===== config.mk =====
export PLATFORM = sky130hd
export DESIGN_NAME = rau_front
export DESIGN_NICKNAME = d
export VERILOG_FILES = /design/src/hdl/rau_pkg.sv /design/src/hdl/rau_front.sv
export SDC_FILE = /design/constraint.sdc
export NUM_CORES = 1
export LEC_CHECK = 0
export BUFFER_PORTS_ARGS = -buffer_cell sky130_fd_sc_hd__buf_2
export CAP_MARGIN = 20
export CORE_MARGIN = 1
export CORE_UTILIZATION = 55
export CTS_BUF_LIST = sky130_fd_sc_hd__clkbuf_8
export CTS_CLUSTER_SIZE = 8
export DETAILED_ROUTE_END_ITERATION = 10
export PLACE_DENSITY = 0.84
export RECOVER_POWER = 50
export SLEW_MARGIN = 10
export SYNTH_ARGS = -nofsm -noshare
export SYNTH_HDL_FRONTEND = slang
export SYNTH_SLANG_ARGS = --single-unit

===== constraint.sdc =====
create_clock -name aclk -period 13.4 [get_ports aclk]
set_clock_uncertainty 0.2 [all_clocks]
set_input_delay 2.01 -clock aclk [delete_from_list [all_inputs] [get_ports aclk]]
set_output_delay 2.01 -clock aclk [all_outputs]
set_load 0.005 [all_outputs]

===== src/hdl/rau_pkg.sv =====
`default_nettype none
package rau_pkg;
    localparam int DEF_WIDTH = 32;
    localparam int CMD_W = 3;
    localparam int ERR_W = 2;

    localparam logic [CMD_W-1:0] CMD_ADD = 3'd0;
    localparam logic [CMD_W-1:0] CMD_SUB = 3'd1;
    localparam logic [CMD_W-1:0] CMD_MUL = 3'd2;
    localparam logic [CMD_W-1:0] CMD_DIV = 3'd3;
    localparam logic [CMD_W-1:0] CMD_CMP = 3'd4;

    localparam logic [ERR_W-1:0] ERR_OK   = 2'd0;
    localparam logic [ERR_W-1:0] ERR_ZERO = 2'd1;
    localparam logic [ERR_W-1:0] ERR_OVF  = 2'd2;

    typedef struct packed {
        logic [2:0]   command;
        logic [31:0]  a_num;
        logic [31:0]  a_den;
        logic [31:0]  b_num;
        logic [31:0]  b_den;
    } in_word_t;

    typedef struct packed {
        logic [31:0] res_num;
        logic [30:0] res_den;
        logic        less;
        logic        equal;
        logic        greater;
        logic [1:0]  error;
    } out_word_t;

    // Classified job passed from front to back
    typedef struct packed {
        logic        skip;
        logic [1:0]  error;
        logic        is_cmp;
        logic        sa;
        logic        sb;
        logic [2:0]  command;
        logic [31:0] an;
        logic [31:0] ad;
        logic [31:0] bn;
        logic [31:0] bd;
    } job_t;
endpackage
`default_nettype wire


===== src/hdl/rau_front.sv =====
`default_nettype none
module rau_front #(
    parameter int WIDTH = rau_pkg::DEF_WIDTH
) (
    input  wire                 aclk,
    input  wire                 aresetn,
    input  wire                 in_valid,
    output logic                in_ready,
    input  rau_pkg::in_word_t   in_word,
    output logic                job_valid,
    input  wire                 job_ready,
    output rau_pkg::job_t       job
);
    localparam int DEPTH = 2;

    rau_pkg::job_t q_reg [DEPTH];
    logic          wp_reg, rp_reg;
    logic [1:0]    cnt_reg;
    rau_pkg::job_t cls;

    logic [WIDTH-1:0] an_w, ad_w, bn_w, bd_w;
    logic [WIDTH:0]   an_m, ad_m, bn_m, bd_m;

    function automatic logic [WIDTH:0] mag(input logic [WIDTH-1:0] v);
        logic [WIDTH:0] e;
        e = {1'b0, v};
        mag = v[WIDTH-1] ? (({1'b1, {WIDTH{1'b0}}}) - e) : e;
    endfunction

    always_comb begin
        an_w = in_word.a_num[WIDTH-1:0];
        ad_w = in_word.a_den[WIDTH-1:0];
        bn_w = in_word.b_num[WIDTH-1:0];
        bd_w = in_word.b_den[WIDTH-1:0];
        an_m = mag(an_w);
        ad_m = mag(ad_w);
        bn_m = mag(bn_w);
        bd_m = mag(bd_w);
        cls.command = in_word.command;
        cls.an = 32'(an_m);
        cls.ad = 32'(ad_m);
        cls.bn = 32'(bn_m);
        cls.bd = 32'(bd_m);
        cls.sa = an_w[WIDTH-1] ^ ad_w[WIDTH-1];
        cls.sb = bn_w[WIDTH-1] ^ bd_w[WIDTH-1];
        cls.is_cmp = in_word.command == rau_pkg::CMD_CMP;
        cls.skip = 1'b0;
        cls.error = rau_pkg::ERR_OK;
        if (in_word.command > rau_pkg::CMD_CMP) begin
            cls.skip = 1'b1;
        end else if (ad_m == '0 || bd_m == '0
                     || (in_word.command == rau_pkg::CMD_DIV && bn_m == '0)) begin
            cls.skip = 1'b1;
            cls.error = rau_pkg::ERR_ZERO;
        end
    end

    assign in_ready  = cnt_reg != 2'(DEPTH);
    assign job_valid = cnt_reg != 2'd0;
    assign job       = q_reg[rp_reg];

    always_ff @(posedge aclk) begin
        if (in_valid && in_ready) begin
            q_reg[wp_reg] <= cls;
        end
    end

    always_ff @(posedge aclk) begin
        if (!aresetn) begin
            wp_reg  <= 1'b0;
            rp_reg  <= 1'b0;
            cnt_reg <= 2'd0;
        end else begin
            if (in_valid && in_ready) begin
                wp_reg <= ~wp_reg;
            end
            if (job_valid && job_ready) begin
                rp_reg <= ~rp_reg;
            end
            cnt_reg <= cnt_reg + 2'(in_valid && in_ready) - 2'(job_valid && job_ready);
        end
    end
endmodule
`default_nettype wire


# Word level (Yosys, flattened, before mapping)
# Memory sizes are Yosys's and may differ from the RTL's. A register that Yosys moved wholly into a read port is not among the register bits.
# Index checks and enable logic that the tools add are counted.
[classes]
n_addsub = 6
order_cmp = 1
eq_ne = 3
n_mux = 11
bitwise_logic = 4
n_reduce_logical = 9
[ops]
columns = ["operator", "count"]
rows = [
  ["$logic_not 33->1", 3],
  ["$mux 33", 3],
  ["$sub 33x32->33 const A", 3],
  ["$mux 32", 1],
  ["$sub 1x32->32 const A", 1],
  ["$mux 1", 5],
  ["$eq 3x2->1 const B", 1],
  ["$eq 3x3->1 const B", 1],
  ["$gt 3x3->1 const B", 1],
  ["$logic_and 1x1->1", 3],
  ["$mux 3", 1],
  ["$add 2x1->2", 1],
  ["$logic_or 1x1->1", 2],
  ["$mux 2", 1],
  ["$ne 2x2->1 const B", 1],
  ["$not 1->1", 2],
  ["$reduce_bool 2->1", 1],
  ["$sub 2x1->2", 1],
  ["$xor 1x1->1", 2],
]
[totals]
register_bits = 4
ram_bits = 274
inputBits = 135
memories = 1
[memory_table]
columns = ["name", "depth", "width", "read_ports", "rd_ports_with_merged_regs", "write_ports", "line_no", "source"]
rows = [
  ["q_reg", 2, 137, 1, 1, 1, "rau_front.sv:16", "rau_pkg::job_t q_reg [DEPTH];"],
]

# Longest topological paths before layout
[depth]
ltp_word = 7
depth_mapped = 12

# Worst setup path after synthesis
# No wires, ideal clock.
[synth_timing]
path_kind = "input port to flip-flop"
start = "in in_valid"
end = "mem q_reg[0][0] (netlist bit), enable pin"
arrival_time_ns = 7.761
t_required_ns = 12.566
setup_slack_ns = 4.805
cell_stages = 2
path_buffers = 0
path_cell_list = "nand2_1 -> nor2_1"
[synth_via]
elab_chain_len = 3
[synth_lines]
columns = ["element", "line_no", "source"]
rows = [
  ["start: declaration", "rau_front.sv:7", "input wire in_valid,"],
  ["$logic_and 1x1->1", "rau_front.sv:63", "if (in_valid && in_ready) begin"],
  ["$mux 1", "rau_front.sv:63", ""],
  ["$mux 1 (not written as such)", "rau_front.sv:64", "q_reg[wp_reg] <= cls;"],
  ["end: declaration", "rau_front.sv:16", ""],
]
# Every way passes these cells.

# Worst setup path after layout
[layout_timing]
start = "in in_valid"
end = "mem q_reg[1][65] (netlist bit), enable pin"
# Same word-level chain as after synthesis.

==> run metrics <==
number of synthesized flops with an enable pin 272; CP Data Arrival Time 7540 ps; mean number of vias per cell 5.87; static leakage 5.72 nW; met1 capacity usage during global routing 0.311; pin count of the biggest net entering global routing 72; count of buffers added by post-CTS timing repair for setup 0; Hold Path Origin rp_reg; maximum fanout along the worst path 71; clock transition at the registers of the reported paths 60 ps; crit start category input pin; dominant cell type by area after synthesis edfxtp_1; period utilisation layout 0.574; first-iteration detailed-routing DRC count 694; cells taking the most area after synthesis edfxtp_1, mux2_2, xnor2_1; first-pass GRT wire length 50000 um; final RePlAce weighted congestion 0.919; Max Buffers Root-to-Sink 3; detailed-route wire length 32100 um; placeable core region 0.0246 mm^2; count of nets after finishing 1462; PD cells 147 mW/mm^2; post-synthesis sequential element count 277; met3 track utilization from global routing 0.0570; number of antenna violations at the first check in global routing 1; leading register cell type out of synthesis edfxtp_1; worst r2r dst q_reg[1][65]; total vias in the final route 9865; GRT overflow 0; most common library cell in the layout ignoring fill and taps edfxtp_1; hold-fix buffer count after cts 0; pin slew with the least headroom to its limit 4150 ps; cell count of the worst reg-to-reg path 3; Hold Path Depth 2; flop-to-flop setup slack 6710 ps; number of instances resized during post-cts repair 0; vias in the first global route 9685; area overhead of the layout relative to synthesis 16.8%; beginning of the worst register-to-register path cnt_reg[0]; Total GRT Usage 0.244; Yosys cell types 66; most crowded layer after global routing met2; worst hold slack after final layout 363 ps; post-synthesis area per instance 13.2 um^2; proportion of synthesized flip-flops having asynchronous set or reset 0; failing checks max-capacitance violations, max-slew violations; CTS root buffer clkbuf_8; commonest cells after routing, fill and taps aside edfxtp_1, buf_2, mux2_2; Mapped Cells 1054; GR Layer Usage met2 0.411; MaxCap Viol Count 6; mean routed wirelength per cell 19.1 um; share of synthesized area occupied by flip-flops and latches 0.594; CTS H-tree depth 2; area share of the largest cell type after synthesis 0.586; worst-case headroom to the max-slew limit -1.77; Buffers on Ports 272; maximum clock rate 130 MHz; number of optimization iterations in the first detailed-route pass 7; detailed-placement wirelength estimate 22100 um; I/O pin count 274; Vert. Die Dim 161 um; maximum resistive drop on vdd 0.0992 mV; Post-Synthesis Net Count 1195; Die Wd 161 um; type of the worst setup path input pin to register; CTS Buf Count 46; area enclosed by the die boundary 0.0260 mm^2; run status finished with violations; fraction of layout cells with a size suffix above 1 0.347; Worst EP required 13250 ps; number of rows created at floorplan 57; Final Hold Violating Endpoints 0; worst-skew pair later-pin latency 540 ps; min cycle time layout 7700 ps; setup repair after global routing missed its margin false; clk sinks 277; setup_tns 0 ps; number of synthesis warnings 0; DRC viols 0; ANT nets after route 0; clock tree from TritonCTS done; element type at the critical path end register; synthesized area 0.0139 mm^2; Starting Density 0.566; total of endpoints with negative setup slack in the final report 0; final slew viol count 332; number of flip-flops under the largest register name 272; worst hold path class register to register
cells by family (layout without fill, tap and decap cells):
group / count (synthesis) / count (layout) / synth area share
and+or+nand+nor: 288 / 288 / 0.118
DFF: 277 / 277 / 0.594
AOI/OAI and AO/OA: 141 / 141 / 0.0702
muxes: 141 / 141 / 0.114
xor gates and xnor gates: 122 / 122 / 0.0767
buffers and inverters: 78 / 381 / 0.0220
adders and majority gates: 6 / 6 / 0.00539
other: 1 / 2 / 0.000269
metal layers:
metal  share of wire  vias up
met5               0        -
met4           0.024        0
met3           0.084       70
met2            0.49      433
li1                -     4613
met1            0.40     4749
layout make-up:
cell class	instances	area [um^2]
fillers	1866	8340
flip-flops and latches	277	8270
multi-input cells	699	5330
repair buffers	276	1360
clock buffers	48	661
well taps	324	405
clock inverters	36	150
inverters	21	78.8
diodes	1	2.50
synth_stat cells (7+ instances only):
master      n
o21ai_0    41
nor3_1     19
a31oi_1     9
buf_1       7
inv_1      20
nand2_1    50
xnor2_1   108
o41ai_1    20
mux2_2    139
or4_1      26
clkbuf_1   46
a21oi_1    12
edfxtp_1  272
nor4_1     24
nand2b_1    9
nand4_1     8
nand3_1    18
or2_2      11
nor2_1     48
o31ai_1    24
or3_1      30
xor2_1     14
critical path: stages:
cell and delay [ps]:
buf_2 80, and3_1 2280, clkbuf_1 3040
how the worst max path moves through the flow:
stage	start	endpoint
after CTS	register	job[30]
final	in_valid	q_reg[1][65]
after global routing	in_valid	q_reg[1][86]
after detailed placement	in_word[33]	q_reg[0][134]
after floorplan	in_valid	q_reg[0][0]
after global placement	in_word[0]	q_reg[0][134]
metrics by stage:
stage / setup slack, ps / power, mW / utilization / cell area (um^2) / cells
after floorplan: 4800 / 1.51 / - / 13900 / 1054
after global placement: 7800 / 1.73 / 0.630 / 15500 / 1597
after detailed placement: 7680 / 1.75 / 0.630 / 15500 / 1597
after CTS: 8140 / 2.41 / 0.663 / 16300 / 1681
after global routing: 5240 / 2.51 / 0.661 / 16300 / 1682
final: 5700 / 2.39 / 0.661 / 16300 / 1682
report_power, final:
part           total, mW  switching, mW  internal (mW)
Sequential          1.16         0.0498           1.11
Combinational      0.576          0.296          0.280
Clock              0.659          0.328          0.331
Total               2.39          0.674           1.72
Note: power is estimated with default switching activity, not from simulation.
